File: src/hw/rtl/fbsc_pkg.sv
// Package for the frame buffer swap chain: command and result word types,
// action and register codes, field widths and register reset values.
// Used by frame_buffer_swap_chain_core; depends on nothing.
package fbsc_pkg;

  localparam int MAX_BUFFERS_DEF = 8;
  localparam int SIZE_ALIGN_DEF  = 32768;

  localparam int DIM_W   = 12;
  localparam int BYTE_W  = 3;
  localparam int BCNT_W  = 4;
  localparam int CFG_W   = 12;
  localparam int REG_W   = 3;
  localparam int SIZE_W  = 25;
  localparam int BASE_W  = 30;
  localparam int MUL_A_W = 25;
  localparam int MUL_B_W = 12;

  localparam int DIM_MAX   = 2048;
  localparam int BYTES_MAX = 4;

  localparam int DEF_FRAME_WIDTH  = 320;
  localparam int DEF_FRAME_HEIGHT = 240;
  localparam int DEF_COLOR_BYTES  = 4;
  localparam int DEF_DEPTH_ENABLE = 1;
  localparam int DEF_DEPTH_BYTES  = 4;
  localparam int DEF_BUFFER_COUNT = 2;

  typedef enum logic [2:0] {
    ACT_RESTART      = 3'd0,
    ACT_DRAW_DONE    = 3'd1,
    ACT_DISPLAY_NEXT = 3'd2,
    ACT_DRAW_NEXT    = 3'd3,
    ACT_SWAP         = 3'd4,
    ACT_QUERY        = 3'd5
  } fbsc_action_e;

  typedef enum logic [REG_W-1:0] {
    REG_FRAME_WIDTH  = 3'd0,
    REG_FRAME_HEIGHT = 3'd1,
    REG_COLOR_BYTES  = 3'd2,
    REG_DEPTH_ENABLE = 3'd3,
    REG_DEPTH_BYTES  = 3'd4,
    REG_BUFFER_COUNT = 3'd5
  } fbsc_reg_e;

  typedef struct packed {
    logic [2:0] action;
    logic [2:0] buffer_index;
  } fbsc_in_t;

  typedef struct packed {
    logic [2:0]        display_buffer;
    logic [2:0]        draw_buffer;
    logic [BASE_W-1:0] display_base;
    logic [BASE_W-1:0] draw_base;
    logic [BASE_W-1:0] queried_base;
    logic [BASE_W-1:0] depth_base;
    logic [BASE_W-1:0] texture_base;
    logic              draw_available;
    logic              display_available;
    logic [3:0]        free_buffers;
    logic [2:0]        complete_buffers;
  } fbsc_out_t;

endpackage

File: src/hw/rtl/frame_buffer_swap_chain_core.sv
// Frame buffer swap chain: ring bookkeeping and buffer base computation
// around one shared 25x12 multiplier under a small sequencer.
// Depends on fbsc_pkg.
//
//  channel   ports                                   handshake
//  command   start_i, cmd_i                          taken when start_i && !busy_o
//  result    done_o, result_o                        one-cycle strobe, no back pressure
//  config    cfg_we_i, cfg_idx_i, cfg_data_i         written when cfg_we_i is high
//
// An event or query runs four multiplier steps while busy_o is high; the result
// word strobes once the sequencer is back in idle, and the next command can be
// taken while it strobes, so a command is not taken before the last one is done.
// A restart adds three steps for the frame and depth sizes ahead of those four,
// and busy_o stays high through all of them before the word strobes.
// The steps run one after another, as they share the single multiplier.
// Reset leaves the state of a restart with the register reset values.
// SIZE_ALIGN must be a power of two; rounding is an add and a mask.
module frame_buffer_swap_chain_core #(
  parameter int MAX_BUFFERS = fbsc_pkg::MAX_BUFFERS_DEF,
  parameter int SIZE_ALIGN  = fbsc_pkg::SIZE_ALIGN_DEF
) (
  input  logic                           clk_i,
  input  logic                           rst_ni,
  input  logic                           start_i,
  input  fbsc_pkg::fbsc_in_t             cmd_i,
  output logic                           busy_o,
  output logic                           done_o,
  output fbsc_pkg::fbsc_out_t            result_o,
  input  logic                           cfg_we_i,
  input  logic [fbsc_pkg::REG_W-1:0]     cfg_idx_i,
  input  logic [fbsc_pkg::CFG_W-1:0]     cfg_data_i
);

  localparam int CNT_W = $clog2(MAX_BUFFERS + 1);
  localparam int IDX_W = (MAX_BUFFERS > 1) ? $clog2(MAX_BUFFERS) : 1;
  localparam int SW    = fbsc_pkg::SIZE_W;
  localparam int BW    = fbsc_pkg::BASE_W;
  localparam int AW    = fbsc_pkg::MUL_A_W;
  localparam int BMW   = fbsc_pkg::MUL_B_W;
  localparam int PW    = AW + BMW;

  localparam int RST_RING = (fbsc_pkg::DEF_BUFFER_COUNT == 0) ? 1 :
      ((fbsc_pkg::DEF_BUFFER_COUNT > MAX_BUFFERS) ? MAX_BUFFERS : fbsc_pkg::DEF_BUFFER_COUNT);
  localparam int RST_DRAW = (RST_RING > 1) ? 1 : 0;
  localparam int RST_FREE = (RST_RING > 2) ? RST_RING - 2 : 0;
  localparam int RST_FRAME =
      ((fbsc_pkg::DEF_FRAME_WIDTH * fbsc_pkg::DEF_FRAME_HEIGHT * fbsc_pkg::DEF_COLOR_BYTES
        + SIZE_ALIGN - 1) / SIZE_ALIGN) * SIZE_ALIGN;
  localparam int RST_DEPTH = (fbsc_pkg::DEF_DEPTH_ENABLE == 0) ? 0 :
      ((fbsc_pkg::DEF_FRAME_WIDTH * fbsc_pkg::DEF_FRAME_HEIGHT * fbsc_pkg::DEF_DEPTH_BYTES
        + SIZE_ALIGN - 1) / SIZE_ALIGN) * SIZE_ALIGN;

  typedef enum logic [2:0] {
    ST_IDLE, ST_WH, ST_COLOR, ST_DEPTH, ST_DBASE, ST_DISP, ST_DRAW, ST_QUERY
  } state_e;

  state_e state_q, state_d;

  // Configuration registers.
  logic [fbsc_pkg::DIM_W-1:0]  width_q, width_d;
  logic [fbsc_pkg::DIM_W-1:0]  height_q, height_d;
  logic [fbsc_pkg::BYTE_W-1:0] cbytes_q, cbytes_d;
  logic                        den_q, den_d;
  logic [fbsc_pkg::BYTE_W-1:0] dbytes_q, dbytes_d;
  logic [fbsc_pkg::BCNT_W-1:0] bcount_q, bcount_d;

  // Ring state latched at restart and updated by events.
  logic [CNT_W-1:0] ring_q, ring_d;
  logic [IDX_W-1:0] disp_q, disp_d;
  logic [IDX_W-1:0] draw_q, draw_d;
  logic [CNT_W-1:0] free_q, free_d;
  logic [CNT_W-1:0] comp_q, comp_d;
  logic [SW-1:0]    frame_q, frame_d;
  logic [SW-1:0]    dtotal_q, dtotal_d;

  // Working registers of the sequencer.
  logic [SW-1:0]     wh_q, wh_d;
  logic [IDX_W-1:0]  qidx_q, qidx_d;
  logic              isq_q, isq_d;
  logic              done_q, done_d;
  fbsc_pkg::fbsc_out_t res_q, res_d;

  logic [AW-1:0]  mul_a;
  logic [BMW-1:0] mul_b;
  logic [PW-1:0]  prod;
  logic [SW-1:0]  aligned;

  function automatic logic [fbsc_pkg::DIM_W-1:0] clamp_dim(
      input logic [fbsc_pkg::DIM_W-1:0] v);
    if (v == '0) return fbsc_pkg::DIM_W'(1);
    if (int'(v) > fbsc_pkg::DIM_MAX) return fbsc_pkg::DIM_W'(fbsc_pkg::DIM_MAX);
    return v;
  endfunction

  function automatic logic [fbsc_pkg::BYTE_W-1:0] clamp_bytes(
      input logic [fbsc_pkg::BYTE_W-1:0] v);
    if (v == '0) return fbsc_pkg::BYTE_W'(1);
    if (int'(v) > fbsc_pkg::BYTES_MAX) return fbsc_pkg::BYTE_W'(fbsc_pkg::BYTES_MAX);
    return v;
  endfunction

  function automatic logic [IDX_W-1:0] next_index(input logic [IDX_W-1:0] i,
                                                  input logic [CNT_W-1:0] ring);
    logic [CNT_W:0] inc;
    inc = (CNT_W + 1)'(i) + 1'b1;
    if (inc >= (CNT_W + 1)'(ring)) return '0;
    return IDX_W'(inc);
  endfunction

  // Operand selection for the shared multiplier.
  always_comb begin
    mul_a = '0;
    mul_b = '0;
    unique case (state_q)
      ST_WH: begin
        mul_a = AW'(clamp_dim(width_q));
        mul_b = BMW'(clamp_dim(height_q));
      end
      ST_COLOR: begin
        mul_a = AW'(wh_q);
        mul_b = BMW'(clamp_bytes(cbytes_q));
      end
      ST_DEPTH: begin
        mul_a = AW'(wh_q);
        mul_b = BMW'(clamp_bytes(dbytes_q));
      end
      ST_DBASE: begin
        mul_a = AW'(frame_q);
        mul_b = BMW'(ring_q);
      end
      ST_DISP: begin
        mul_a = AW'(frame_q);
        mul_b = BMW'(disp_q);
      end
      ST_DRAW: begin
        mul_a = AW'(frame_q);
        mul_b = BMW'(draw_q);
      end
      ST_QUERY: begin
        mul_a = AW'(frame_q);
        mul_b = BMW'(qidx_q);
      end
      default: ;
    endcase
  end

  assign prod    = PW'(mul_a) * PW'(mul_b);
  assign aligned = (prod[SW-1:0] + SW'(SIZE_ALIGN - 1)) & ~SW'(SIZE_ALIGN - 1);

  always_comb begin
    logic [CNT_W-1:0] ring_c;
    logic             do_dd;
    logic             do_dn;
    logic             do_wn;

    state_d  = state_q;
    width_d  = width_q;
    height_d = height_q;
    cbytes_d = cbytes_q;
    den_d    = den_q;
    dbytes_d = dbytes_q;
    bcount_d = bcount_q;
    ring_d   = ring_q;
    disp_d   = disp_q;
    draw_d   = draw_q;
    free_d   = free_q;
    comp_d   = comp_q;
    frame_d  = frame_q;
    dtotal_d = dtotal_q;
    wh_d     = wh_q;
    qidx_d   = qidx_q;
    isq_d    = isq_q;
    res_d    = res_q;
    done_d   = 1'b0;

    if (bcount_q == '0) begin
      ring_c = CNT_W'(1);
    end else if (int'(bcount_q) > MAX_BUFFERS) begin
      ring_c = CNT_W'(MAX_BUFFERS);
    end else begin
      ring_c = CNT_W'(bcount_q);
    end

    do_dd = (cmd_i.action == fbsc_pkg::ACT_DRAW_DONE) || (cmd_i.action == fbsc_pkg::ACT_SWAP);
    do_dn = (cmd_i.action == fbsc_pkg::ACT_DISPLAY_NEXT) ||
            (cmd_i.action == fbsc_pkg::ACT_SWAP);
    do_wn = (cmd_i.action == fbsc_pkg::ACT_DRAW_NEXT) || (cmd_i.action == fbsc_pkg::ACT_SWAP);

    if (cfg_we_i) begin
      unique case (cfg_idx_i)
        fbsc_pkg::REG_FRAME_WIDTH:  width_d  = cfg_data_i[fbsc_pkg::DIM_W-1:0];
        fbsc_pkg::REG_FRAME_HEIGHT: height_d = cfg_data_i[fbsc_pkg::DIM_W-1:0];
        fbsc_pkg::REG_COLOR_BYTES:  cbytes_d = cfg_data_i[fbsc_pkg::BYTE_W-1:0];
        fbsc_pkg::REG_DEPTH_ENABLE: den_d    = cfg_data_i[0];
        fbsc_pkg::REG_DEPTH_BYTES:  dbytes_d = cfg_data_i[fbsc_pkg::BYTE_W-1:0];
        fbsc_pkg::REG_BUFFER_COUNT: bcount_d = cfg_data_i[fbsc_pkg::BCNT_W-1:0];
        default: ;
      endcase
    end

    unique case (state_q)
      ST_IDLE: begin
        if (start_i) begin
          isq_d = (cmd_i.action == fbsc_pkg::ACT_QUERY);
          if (int'(cmd_i.buffer_index) > int'(ring_q) - 1) begin
            qidx_d = IDX_W'(ring_q - 1'b1);
          end else begin
            qidx_d = IDX_W'(cmd_i.buffer_index);
          end
          state_d = ST_DBASE;
          if (cmd_i.action == fbsc_pkg::ACT_RESTART) begin
            ring_d  = ring_c;
            disp_d  = '0;
            draw_d  = (ring_c > CNT_W'(1)) ? IDX_W'(1) : '0;
            free_d  = (ring_c > CNT_W'(2)) ? ring_c - CNT_W'(2) : '0;
            comp_d  = '0;
            state_d = ST_WH;
          end else begin
            // Swap applies draw done, display next and draw next in that order.
            if (do_dd && (comp_d < ring_q - 1'b1)) begin
              comp_d = comp_d + 1'b1;
            end
            if (do_dn && (comp_d != '0)) begin
              disp_d = next_index(disp_d, ring_q);
              comp_d = comp_d - 1'b1;
              if (free_d < ring_q) begin
                free_d = free_d + 1'b1;
              end
            end
            if (do_wn && (free_d != '0)) begin
              draw_d = next_index(draw_d, ring_q);
              free_d = free_d - 1'b1;
            end
          end
        end
      end
      ST_WH: begin
        wh_d    = prod[SW-1:0];
        state_d = ST_COLOR;
      end
      ST_COLOR: begin
        frame_d = aligned;
        state_d = ST_DEPTH;
      end
      ST_DEPTH: begin
        dtotal_d = den_q ? aligned : '0;
        state_d  = ST_DBASE;
      end
      ST_DBASE: begin
        res_d.depth_base = prod[BW-1:0];
        state_d          = ST_DISP;
      end
      ST_DISP: begin
        res_d.display_base = prod[BW-1:0];
        res_d.texture_base = res_q.depth_base + BW'(dtotal_q);
        state_d            = ST_DRAW;
      end
      ST_DRAW: begin
        res_d.draw_base = prod[BW-1:0];
        state_d         = ST_QUERY;
      end
      ST_QUERY: begin
        res_d.queried_base      = isq_q ? prod[BW-1:0] : '0;
        res_d.display_buffer    = 3'(disp_q);
        res_d.draw_buffer       = 3'(draw_q);
        res_d.draw_available    = (free_q != '0);
        res_d.display_available = (comp_q != '0);
        res_d.free_buffers      = 4'(free_q);
        res_d.complete_buffers  = 3'(comp_q);
        done_d                  = 1'b1;
        state_d                 = ST_IDLE;
      end
      default: state_d = ST_IDLE;
    endcase
  end

  always_ff @(posedge clk_i or negedge rst_ni) begin
    if (!rst_ni) begin
      state_q  <= ST_IDLE;
      width_q  <= fbsc_pkg::DIM_W'(fbsc_pkg::DEF_FRAME_WIDTH);
      height_q <= fbsc_pkg::DIM_W'(fbsc_pkg::DEF_FRAME_HEIGHT);
      cbytes_q <= fbsc_pkg::BYTE_W'(fbsc_pkg::DEF_COLOR_BYTES);
      den_q    <= 1'(fbsc_pkg::DEF_DEPTH_ENABLE);
      dbytes_q <= fbsc_pkg::BYTE_W'(fbsc_pkg::DEF_DEPTH_BYTES);
      bcount_q <= fbsc_pkg::BCNT_W'(fbsc_pkg::DEF_BUFFER_COUNT);
      ring_q   <= CNT_W'(RST_RING);
      disp_q   <= '0;
      draw_q   <= IDX_W'(RST_DRAW);
      free_q   <= CNT_W'(RST_FREE);
      comp_q   <= '0;
      frame_q  <= SW'(RST_FRAME);
      dtotal_q <= SW'(RST_DEPTH);
      wh_q     <= '0;
      qidx_q   <= '0;
      isq_q    <= 1'b0;
      done_q   <= 1'b0;
      res_q    <= '0;
    end else begin
      state_q  <= state_d;
      width_q  <= width_d;
      height_q <= height_d;
      cbytes_q <= cbytes_d;
      den_q    <= den_d;
      dbytes_q <= dbytes_d;
      bcount_q <= bcount_d;
      ring_q   <= ring_d;
      disp_q   <= disp_d;
      draw_q   <= draw_d;
      free_q   <= free_d;
      comp_q   <= comp_d;
      frame_q  <= frame_d;
      dtotal_q <= dtotal_d;
      wh_q     <= wh_d;
      qidx_q   <= qidx_d;
      isq_q    <= isq_d;
      done_q   <= done_d;
      res_q    <= res_d;
    end
  end

  assign busy_o   = (state_q != ST_IDLE);
  assign done_o   = done_q;
  assign result_o = res_q;

`ifndef NO_ASSERTIONS
  a_done_after_busy: assert property (@(posedge clk_i) disable iff (!rst_ni)
    done_o |-> $past(busy_o))
    else $error("result word without a preceding busy phase");

  a_start_goes_busy: assert property (@(posedge clk_i) disable iff (!rst_ni)
    (start_i && !busy_o) |=> busy_o)
    else $error("accepted command did not start the sequencer");

  a_comp_below_ring: assert property (@(posedge clk_i) disable iff (!rst_ni)
    comp_q < ring_q)
    else $error("complete count reached the ring size");

  a_free_within_ring: assert property (@(posedge clk_i) disable iff (!rst_ni)
    free_q <= ring_q)
    else $error("free count above the ring size");

  a_index_in_ring: assert property (@(posedge clk_i) disable iff (!rst_ni)
    (CNT_W'(disp_q) < ring_q) && (CNT_W'(draw_q) < ring_q))
    else $error("buffer index outside the ring");
`endif

endmodule
File: config.mk
export PLATFORM = sky130hd
export DESIGN_NAME = frame_buffer_swap_chain_core
export DESIGN_NICKNAME = d
export VERILOG_FILES = /design/src/hw/rtl/fbsc_pkg.sv /design/src/hw/rtl/frame_buffer_swap_chain_core.sv
export SDC_FILE = /design/constraint.sdc
export NUM_CORES = 1
export LEC_CHECK = 0
export ABC_CLOCK_PERIOD_IN_PS = 17700
export BUFFER_PORTS_ARGS = -buffer_cell sky130_fd_sc_hd__buf_4
export CORE_MARGIN = 4
export CORE_UTILIZATION = 35
export DETAILED_ROUTE_END_ITERATION = 6
export PLACE_DENSITY = 0.64
export SLEW_MARGIN = 20
export SYNTH_ARGS = -nofsm -noshare
export SYNTH_HDL_FRONTEND = slang
export SYNTH_SLANG_ARGS = --single-unit
File: constraint.sdc
create_clock -name clk_i -period 17.7 [get_ports clk_i]
set_input_delay 2.655 -clock clk_i [delete_from_list [all_inputs] [get_ports clk_i]]
set_output_delay 2.655 -clock clk_i [all_outputs]
set_load 0.02 [all_outputs]
Word level (Yosys, flattened, before mapping)
Index checks and enable logic that the tools add are counted.
{"block": "classes", "mux": 80, "order_cmp": 12, "div": 0, "reduce_logical": 33, "n_addsub": 11, "n_bitwise": 0, "eq_ne": 18, "mul": 1, "n_shift": 0}
{"cell": "$mux W12", "n": 8}
{"cell": "$pmux W12 S7", "n": 1}
{"cell": "$pmux W25 S3", "n": 1}
{"cell": "$mux W4", "n": 16}
{"cell": "$mux W3", "n": 19}
{"cell": "$mux W1", "n": 32}
{"cell": "$add A30 B25 Y30", "n": 1}
{"cell": "$mul A25 B12 Y30", "n": 1}
{"cell": "$mux W30", "n": 1}
{"cell": "$add A25 B15 Y25 const B", "n": 1}
{"cell": "$mux W25", "n": 1}
{"cell": "$eq A3 B3 Y1 const B", "n": 8}
{"cell": "$gt A12 B12 Y1 const B", "n": 2}
{"cell": "$logic_not A12 Y1", "n": 2}
{"cell": "$pmux W3 S8", "n": 1}
{"cell": "$eq A3 B2 Y1 const B", "n": 6}
{"cell": "$reduce_bool A4 Y1", "n": 4}
{"cell": "$logic_not A3 Y1", "n": 5}
{"cell": "$reduce_and A2 Y1", "n": 7}
{"cell": "$sub A4 B1 Y4 const B", "n": 3}
{"cell": "$eq A3 B1 Y1 const B", "n": 3}
{"cell": "$reduce_and A3 Y1", "n": 3}
{"cell": "$add A3 B1 Y4 const B", "n": 2}
{"cell": "$add A4 B1 Y4 const B", "n": 2}
{"cell": "other kinds (17)", "n": 25}
{"block": "word_totals", "word_cells": 184, "rom_bits": 0, "register_bits": 286, "in_bits": 25, "latchBits": 0, "memories": 0, "ram_bits": 0, "out_inout_bits": 167}

Depth between registers and ports, before layout
Gate-level depths: netlist (run 1).
{"block": "logic_depth", "ltp_word": 22, "depth_mapped": 30, "depth_no_buf": 27}

Least setup slack after synthesis (run 1)
Ideal clock, no wire load.
{"block": "synth_timing", "kind": "flip-flop to flip-flop", "start": "register height_q[9] (netlist bit)", "end": "register frame_q[21]", "path_slack_ps": 10463, "t_required_ps": 17567, "synth_period_minus_slack_ps": 7237, "n_path_buf": 1, "arrival_ps": 7105, "stages_incl_launch_ff": 27, "setup_ps": 133, "path_cell_list": "dfrtp_1 nor4_1 nand4b_1 a21oi_1 nand2_1 o21ai_1 clkbuf_1 nand2_1 fa_1 inv_1 fa_1 fa_1 fa_1 inv_1 fa_1 inv_1 ha_1 or4_4 o211ai_2 a21oi_2 or2_1 a31oi_1 xor2_1 nor4b_4 nor3b_2 xor2_1 a21oi_1"}
{"block": "synth_between", "elab_chain_cells": 9, "word_cells_on_any_way": 13, "classes_between": "1 x add/sub; 1 x mul; 1 x order compare; 9 x mux; 1 x reduce/logical"}
{"item": "start: declaration", "line": "frame_buffer_swap_chain_core.sv:61", "source": "logic [fbsc_pkg::DIM_W-1:0] height_q, height_d;"}
{"item": "start signal: assignment", "line": "frame_buffer_swap_chain_core.sv:281", "source": "height_q <= fbsc_pkg::DIM_W'(fbsc_pkg::DEF_FRAME_HEIGHT);"}
{"item": "start signal: assignment", "line": "frame_buffer_swap_chain_core.sv:301", "source": "height_q <= height_d;"}
{"item": "$gt A12 B12 Y1", "line": "frame_buffer_swap_chain_core.sv:91", "source": "if (int'(v) > fbsc_pkg::DIM_MAX) return fbsc_pkg::DIM_W'(fbsc_pkg::DIM_MAX);"}
{"item": "$mux W1 (2 in series)", "line": "frame_buffer_swap_chain_core.sv:91"}
{"item": "$mux W1", "line": "frame_buffer_swap_chain_core.sv:114", "source": "unique case (state_q)"}
{"item": "$mux W12", "line": "frame_buffer_swap_chain_core.sv:92", "source": "return v;"}
{"item": "$mux W12 *", "line": "frame_buffer_swap_chain_core.sv:91"}
{"item": "$pmux W12 S7 *", "line": "frame_buffer_swap_chain_core.sv:114"}
{"item": "$mul A25 B12 Y30 *", "line": "frame_buffer_swap_chain_core.sv:147", "source": "assign prod = PW'(mul_a) * PW'(mul_b);"}
{"item": "$add A25 B15 Y25 *", "line": "frame_buffer_swap_chain_core.sv:148", "source": "assign aligned = (prod[SW-1:0] + SW'(SIZE_ALIGN - 1)) & ~SW'(SIZE_ALIGN - 1);"}
{"item": "end signal: assignment", "line": "frame_buffer_swap_chain_core.sv:291", "source": "frame_q <= SW'(RST_FRAME);"}
{"item": "end signal: assignment", "line": "frame_buffer_swap_chain_core.sv:311", "source": "frame_q <= frame_d;"}
{"item": "end: declaration", "line": "frame_buffer_swap_chain_core.sv:73", "source": "logic [SW-1:0] frame_q, frame_d;"}
Mark *: on every way between the ends. The rest lies on a longest branch, timed or not. The select of a mux whose other input is x is not followed.
A chain may end at the register's enable or synchronous reset.

Worst setup path after layout (run 1)
{"block": "layout_timing", "start": "register state_q[1]", "end": "register frame_q[21]"}
{"block": "layout_between", "elab_chain_cells": 5, "word_cells_on_any_way": 13, "classes_between": "1 x add/sub; 1 x mul; 7 x eq/ne; 2 x mux; 2 x reduce/logical"}
{"item": "start: declaration", "line": "frame_buffer_swap_chain_core.sv:57", "source": "state_e state_q, state_d;"}
{"item": "start signal: assignment", "line": "frame_buffer_swap_chain_core.sv:299", "source": "state_q <= state_d;"}
{"item": "$eq A3 B3 Y1, or another cell as far along", "line": "frame_buffer_swap_chain_core.sv:114"}
{"item": "$reduce_or A4 Y1 (no line) / $reduce_or A2 Y1 (equally long branches)"}
{"item": "$pmux W25 S3", "line": "frame_buffer_swap_chain_core.sv:114"}
{"item": "$mul A25 B12 Y30", "line": "frame_buffer_swap_chain_core.sv:147"}
{"item": "$add A25 B15 Y25", "line": "frame_buffer_swap_chain_core.sv:148"}
Several ways; a longest one is shown, not always the timed one.

==> results_dict.tcl, run 1 <==
set metrics [dict create \
    start_util 0.355 \
    place_congestion 0.873 \
    wl_per_cell_um 18.1 \
    timing.rr.start "state_q[1]" \
    worstMarginPinSlew_ns 1.15 \
    rrSetupSlack_ns 9.01 \
    vias 15812 \
    clock_skew_ns 0.0119 \
    timing_max_transition_violations_final 0 \
    insertedDiodeCount 0 \
    worst_ep_required_time_ns 18.14 \
    cts_hold_buffers 0 \
    grt.total_usage 0.186 \
    dr.pass1.iters 7 \
    yosysUniqueCellTypes 82 \
    rows 87 \
    core_um2 56600 \
    grt_max_degree 181 \
    timing.slew.headroom 0.233 \
    cts_buffers 31 \
    die_h_um 248 \
    leakage_nw 11.5 \
    slowest_delay_ns 0.91 \
    rsz0062_at_grt "no" \
    area_delta_synth_final_pct 17.6 \
    htree_levels 1 \
    holdPathEnd "result_o[16]" \
    hold_slack_ns 0.476 \
    critical_path.top_delay_family "adder cells" \
    final-hold-violation-count 0 \
    synth_cells 2139 \
    dp_cells 3088 \
    post-route-min-period_ns 8.69 \
    hp-class "reg2reg" \
    hp-start "result_o[16]" \
    ant_nets 0 \
    r2r_cells 25 \
    cts-root-buf "clkbuf_16" \
    path_class "reg2reg" \
    grt_pass1_wl_um 91200 \
    ys_seq_elements 271 \
    hpwl_um 43700 \
    p_total_mw 5.05 \
    max_freq_mhz 115 \
    yosysTopAreaCellShare 0.318 \
    critPathMostFrequentCell "fa_1" \
    avgSynthCellArea_um2 9.39 \
    grt_pass1_vias 16312 \
    endpoint_kind "flip-flop" \
    crit_fanout 50 \
    clock_latency_ns 0.59 \
    synth_area_um2 20100 \
    antenna_found_initial 1 \
    dieArea_um2 61300 \
    yosysTopAreaCell "dfrtp_1" \
    finalCritPeriodShare 0.491 \
    maxCapViolations 0 \
    vias_per_cell 5.03 \
    seqCellArea_um2 6800 \
    critPathArrivalTime_ns 9.13 \
    n_fill_cell 5630 \
    drt_iter0_markers 1115 \
    worstSetupStartpointType "flip-flop" \
    wl_um 56900 \
    synth.top_cells.by_area "dfrtp_1, fa_1, nand2_1, ha_1, inv_1" \
    synth-async-reset-ratio 1.00 \
    r2r-end "frame_q[21]" \
    ys_seq_area_frac 0.339 \
    min_path_cells 2 \
    overflow 0 \
    fin_cells 3146 \
    clkSlewWorstSetupHoldPaths_ns 0.06 \
    setup_viol 0 \
    finalCoreUtilization 0.417 \
    power.density_nw_per_um2 214 \
    final_nets 2689 \
    fin_setup_tns_ns 0 \
    multi_input_area_um2 12200 \
    route.detailed.drc 0 \
    cts_setup_buffers 0 \
    ir_drop_v 0.000298 \
    cp_slowest_cell "a21oi_1" \
    crit_buf_inv 5 \
    cts_tree "yes" \
    synthFlopType "dfrtp_1" \
    cts.sinks 271 \
    die-width_um 248 \
    portBuffers 191 \
    status "completed" \
    ioPinCount 192 \
    ctsResizeCount 0 \
    ys_warn_count 0 \
    drive_above_1_share 0.147 \
    cts_buffer_depth 3 \
    synth_edf_count 0 \
]
worst max path at each step:
stage	slack, ns	cells past startpoint	start	end
after CTS	8.67	25	state_q[2]	frame_q[21]
after global placement	8.93	25	state_q[2]	frame_q[21]
after floorplan	10.46	26	height_q[9]	frame_q[21]
after detailed placement	8.67	25	state_q[2]	frame_q[21]
after global routing	8.54	26	state_q[1]	frame_q[21]
final	9.01	25	state_q[1]	frame_q[21]
where the power goes:
part / internal (mW) / total (mW) / switching (mW) / leakage [nW]
registers: 0.834 / 1.02 / 0.183 / 3.48
clock network: 0.370 / 0.649 / 0.278 / 0.485
logic: 1.24 / 3.38 / 2.14 / 7.51
through the flow:
stage	area [um^2]	worst slack, ns
floorplan	20400	10.46
global placement	22600	8.93
detailed placement	22600	8.67
CTS	23600	8.67
global route	23600	8.54
finish	23600	9.01
registers in the layout (all words and copies together), names as in the netlist, 4 cells and up:
register,cells
bcount_q,4
comp_q,4
free_q,4
result_o,165
dtotal_q,10
height_q,12
wh_q,25
frame_q,10
width_q,12
ring_q,4
cell usage in the layout, fill, tap and decap left out, types with 43 or more instances in the layout:
cell type and instances:
o21ai_0 188, nand2_1 466, dfrtp_1 255, ha_1 87, conb_1 79, buf_4 212
mux2_2 43, inv_1 275, fa_1 212, a21oi_1 45, nor2_1 86
synthesized netlist by cell type, types with 3 or more instances:
library cell and n:
a211oi_1 6, a21o_1 9, a21oi_1 45, a221o_1 5
a22o_1 16, a22oi_1 11, a31oi_1 10, and2_1 22
and3_1 14, buf_1 8, buf_2 4, clkbuf_1 85
dfrtp_1 255, dfstp_2 16, fa_1 212, ha_1 87
inv_1 275, mux2_2 43, mux2i_1 8, nand2_1 467
nand2b_1 11, nand3_1 41, nand3b_1 4, nand4_1 3
nand4b_1 5, nor2_1 86, nor2b_1 16, nor3_1 20
nor3b_1 3, nor4_1 11, nor4b_1 3, o211ai_1 4
o21a_1 10, o21ai_0 188, o21ai_1 3, o311ai_0 3
o31ai_1 9, or2_2 3, or3_1 4, xnor2_1 37
xor2_1 27
area by class of cell:
| type | instances | share of cell area |
|---|---|---|
| clock inverters | 12 | 0.00535 |
| multi-input cells | 1572 | 0.517 |
| well taps | 756 | 0.0401 |
| clock buffers | 46 | 0.0369 |
| repair buffers | 214 | 0.0689 |
| inverters | 275 | 0.0437 |
| flip-flops and latches | 271 | 0.288 |
worst reg2reg max path, stage by stage, from the launching register on:
cell and delay [ns]:
dfrtp_1 0.40, buf_4 0.24, nor2_1 0.24, nand2_1 0.08, buf_4 0.28, a21oi_1 0.93
a22o_1 0.67, nand2_1 0.16, fa_1 0.51, fa_1 0.52, inv_1 0.06, fa_1 0.49
fa_1 0.55, inv_1 0.05, fa_1 0.52, inv_1 0.04, ha_1 0.46, a21oi_1 0.12
o21ai_0 0.52, or2_1 0.22, a31oi_1 0.11, xor2_1 0.24, nor4b_4 0.53, nor3b_2 0.27
xor2_1 0.23, a21oi_1 0.10
logic make-up (layout without fill, tap and decap cells):
group                      Yosys count  after routing  synth area share
AOI/OAI and AO/OA                  349            349             0.108
xor gates and xnor gates            64             64            0.0279
adders and majority gates          299            299             0.266
buffers and inverters              373            547            0.0704
DFF                                271            271             0.339
muxes                               52             52            0.0292
other                                2             79          0.000374
and+or+nand+nor                    729            729             0.159
routing by layer:
| metal | routed length, um | vias up | global-route usage |
|---|---|---|---|
| met5 | 0 | - | 0 |
| met3 | 2980 | 84 | 0.0292 |
| li1 | - | 7255 | - |
| met1 | 24900 | 8035 | 0.255 |
| met4 | 1410 | 0 | 0.0413 |
| met2 | 27600 | 438 | 0.314 |
(Power assumes the default switching activity.)
==> inputs of run 2 (changes only) <==
--- a/config.mk
+++ b/config.mk
@@ -5,12 +5,13 @@
 export SDC_FILE = /design/constraint.sdc
 export NUM_CORES = 1
 export LEC_CHECK = 0
-export ABC_CLOCK_PERIOD_IN_PS = 17700
+export ABC_AREA = 1
+export ABC_CLOCK_PERIOD_IN_PS = 7150
 export BUFFER_PORTS_ARGS = -buffer_cell sky130_fd_sc_hd__buf_4
 export CORE_MARGIN = 4
 export CORE_UTILIZATION = 35
 export DETAILED_ROUTE_END_ITERATION = 6
-export PLACE_DENSITY = 0.64
+export PLACE_DENSITY = 0.66
 export SLEW_MARGIN = 20
 export SYNTH_ARGS = -nofsm -noshare
 export SYNTH_HDL_FRONTEND = slang
==> constraint.sdc (replaced) <==
create_clock -name clk_i -period 7.15 [get_ports clk_i]
set_input_delay 1.0725 -clock clk_i [delete_from_list [all_inputs] [get_ports clk_i]]
set_output_delay 1.0725 -clock clk_i [all_outputs]
set_load 0.02 [all_outputs]
==> run 2 against run 1 <==
Compared with the run above: flip-flop and latch count unchanged; via count is 6.8% higher; utilization increased by 1.4 points; sequential share of layout area is 1.0 points lower; global-route usage is essentially flat; register-to-register slack worse by 8.6 ns; critical path depth increased by 2; routed wire length rose by 3.9%; count of clock-buffer cells in the layout is 4 lower; synthesized cell count up 13%; cell count grew 11%; hold slack got worse by 0.0042 ns; largest cell class unchanged; highest routed layer unchanged.
==> results_dict.tcl, run 2 <==
set metrics [dict create \
    status "completed" \
    synth_edf_count 0 \
    start_util 0.357 \
    cts_buffer_depth 3 \
    place_congestion 0.959 \
    rows 87 \
    largest_reg_flops 165 \
    yosysTopAreaCellShare 0.315 \
    die_h_um 249 \
    fin_cells 3487 \
    grt_pass1_vias 16649 \
    synthFlopType "dfrtp_1" \
    core_um2 56800 \
    dp_cells 3425 \
    yosysTopAreaCell "dfrtp_1" \
    grt.total_usage 0.187 \
    critPathArrivalTime_ns 7.22 \
    grt_max_degree 135 \
    setup_viol 0 \
    timing_max_transition_violations_final 0 \
    cts_buffers 30 \
    overflow 0 \
    synth_cells 2416 \
    synth-async-reset-ratio 1.00 \
    fin_setup_tns_ns 0 \
    synth.top_cells.by_area "dfrtp_1, fa_1, nand2_1, inv_1, o21ai_0" \
    drive_above_1_share 0.145 \
    grt_pass1_wl_um 93200 \
    finalCoreUtilization 0.431 \
    maxCapViolations 0 \
    worst_ep_required_time_ns 7.60 \
    ioPinCount 192 \
    synth_most_common_cell "nand2_1" \
    ant_nets 0 \
    layout_common_cells "nand2_1, inv_1, dfrtp_1, o21ai_0, buf_4" \
    clkSlewWorstSetupHoldPaths_ns 0.06 \
    post_synth_most_frequent_cells "nand2_1, inv_1, dfrtp_1, o21ai_0, fa_1" \
    cts_tree "yes" \
    final_cell_area_um2 24500 \
    vias 16895 \
    drt_iter0_markers 1367 \
    dieArea_um2 61800 \
    post-route-min-period_ns 6.76 \
    synth_area_um2 20300 \
    path_class "reg2reg" \
    wl_um 59200 \
    wl_per_cell_um 17.0 \
    cts-root-buf "clkbuf_16" \
    clock_latency_ns 0.57 \
    area_delta_synth_final_pct 20.9 \
    n_fill_cell 5721 \
    worstMarginPinSlew_ns 0.872 \
    dr.pass1.iters 5 \
    ys_seq_area_frac 0.336 \
    hpwl_um 45900 \
    yosysUniqueCellTypes 51 \
    finalCritPeriodShare 0.946 \
    cts.sinks 271 \
    worstSetupStartpointType "flip-flop" \
    cts_hold_buffers 0 \
    antenna_found_initial 0 \
    insertedDiodeCount 0 \
    die-width_um 249 \
    hp-class "in2async" \
    htree_levels 1 \
    crit_fanout 14 \
    clock_skew_ns 0.0129 \
    ys_seq_elements 271 \
    final_common_cell "nand2_1" \
    dpl-instance-area_um2 23100 \
    portBuffers 191 \
    final-hold-violation-count 0 \
    avgSynthCellArea_um2 8.39 \
    route.detailed.drc 0 \
    final_nets 3031 \
    endpoint_kind "flip-flop" \
    timing.slew.headroom 0.419 \
    vias_per_cell 4.85 \
    ys_warn_count 0 \
    max_freq_mhz 148 \
]
run 2: cell types whose count changed after synthesis, moves of 21 or more:
cell,before,now
o21ai_0,188,241
nand3_1,41,68
inv_1,275,452
mux2_2,43,0
nand2_1,467,640
nand4_1,3,26
nor2_1,86,118
and2_1,22,0
xnor2_1,37,16
clkbuf_1,85,54
run 2: metal layers:
layer | GRT usage | part of all wire
met2 | 0.311 | 0.48
met1 | 0.259 | 0.43
met4 | 0.0346 | 0.020
met3 | 0.0334 | 0.068
met5 | 0 | 0
run 2: worst paths after layout:
path                                    from            end  slack (ns)  cells after the start
worst max-delay path              state_q[2]    frame_q[24]        0.39                     27
worst min-delay path                  rst_ni    height_q[2]        0.47                      1
worst max register to register    state_q[2]    frame_q[24]        0.39                     27
worst min register to register  result_o[69]   result_o[69]        0.47                      2
max in group asynchronous             rst_ni  result_o[128]        5.35                      2
min in group clk_i              result_o[69]   result_o[69]        0.47                      2
run 2: repair_timing:
| item | 4_1_cts | 5_1_grt |
|---|---|---|
| hold endpoints to repair | 0 | 0 |
| setup endpoints to repair | 0 | 46 |
| setup buffers | 0 | 5 |
| gates resized for setup | 0 | 46 |
run 2: final cells by class:
cell class | instances | area, um^2 | area share
multi-input cells | 1696 | 11900 | 0.488
flip-flops and latches | 271 | 6800 | 0.278
repair buffers | 246 | 1930 | 0.0789
inverters | 461 | 1750 | 0.0713
well taps | 756 | 946 | 0.0386
clock buffers | 42 | 877 | 0.0358
clock inverters | 14 | 235 | 0.00960
repair inverters | 1 | 7.51 | 0.000307
run 2: cell families after synthesis:
group	share of synthesized area
buffers and inverters	0.0979
AOI/OAI and AO/OA	0.100
DFF	0.336
and+or+nand+nor	0.180
xor gates and xnor gates	0.0230
adders and majority gates	0.263
other	0.000371
run 2: stage by stage:
step | setup slack, ns | hold WS, ns
detailed placement | 0.0713 | 0.463
global route | -0.0240 | 0.498
CTS | 0.0599 | 0.478
global placement | 0.0954 | 0.453
floorplan | 0.849 | 0.447
finish | 0.386 | 0.471
run 2: worst max-delay path, stage by stage, from the launching register on:
cell and delay (ns):
dfrtp_1 0.55, nor2_4 0.09, buf_4 0.22, a22oi_1 0.30
clkinv_1 0.32, buf_4 0.25, nand2_1 0.08, fa_1 0.43
fa_1 0.51, inv_1 0.05, fa_1 0.49, fa_1 0.55
inv_1 0.06, fa_1 0.52, inv_1 0.04, ha_2 0.40
nand2_1 0.15, nor2_2 0.17, nand3_1 0.10, nand3_1 0.18
xor2_2 0.26, nand2_1 0.14, nor3b_2 0.24, nand4_1 0.23
nand2_1 0.11, nand2_1 0.07, nand3_1 0.08, nand2_1 0.05
Power of run 2 is not shown: default switching activity piles up to over one toggle a cycle in this logic, so the estimate is an artifact.
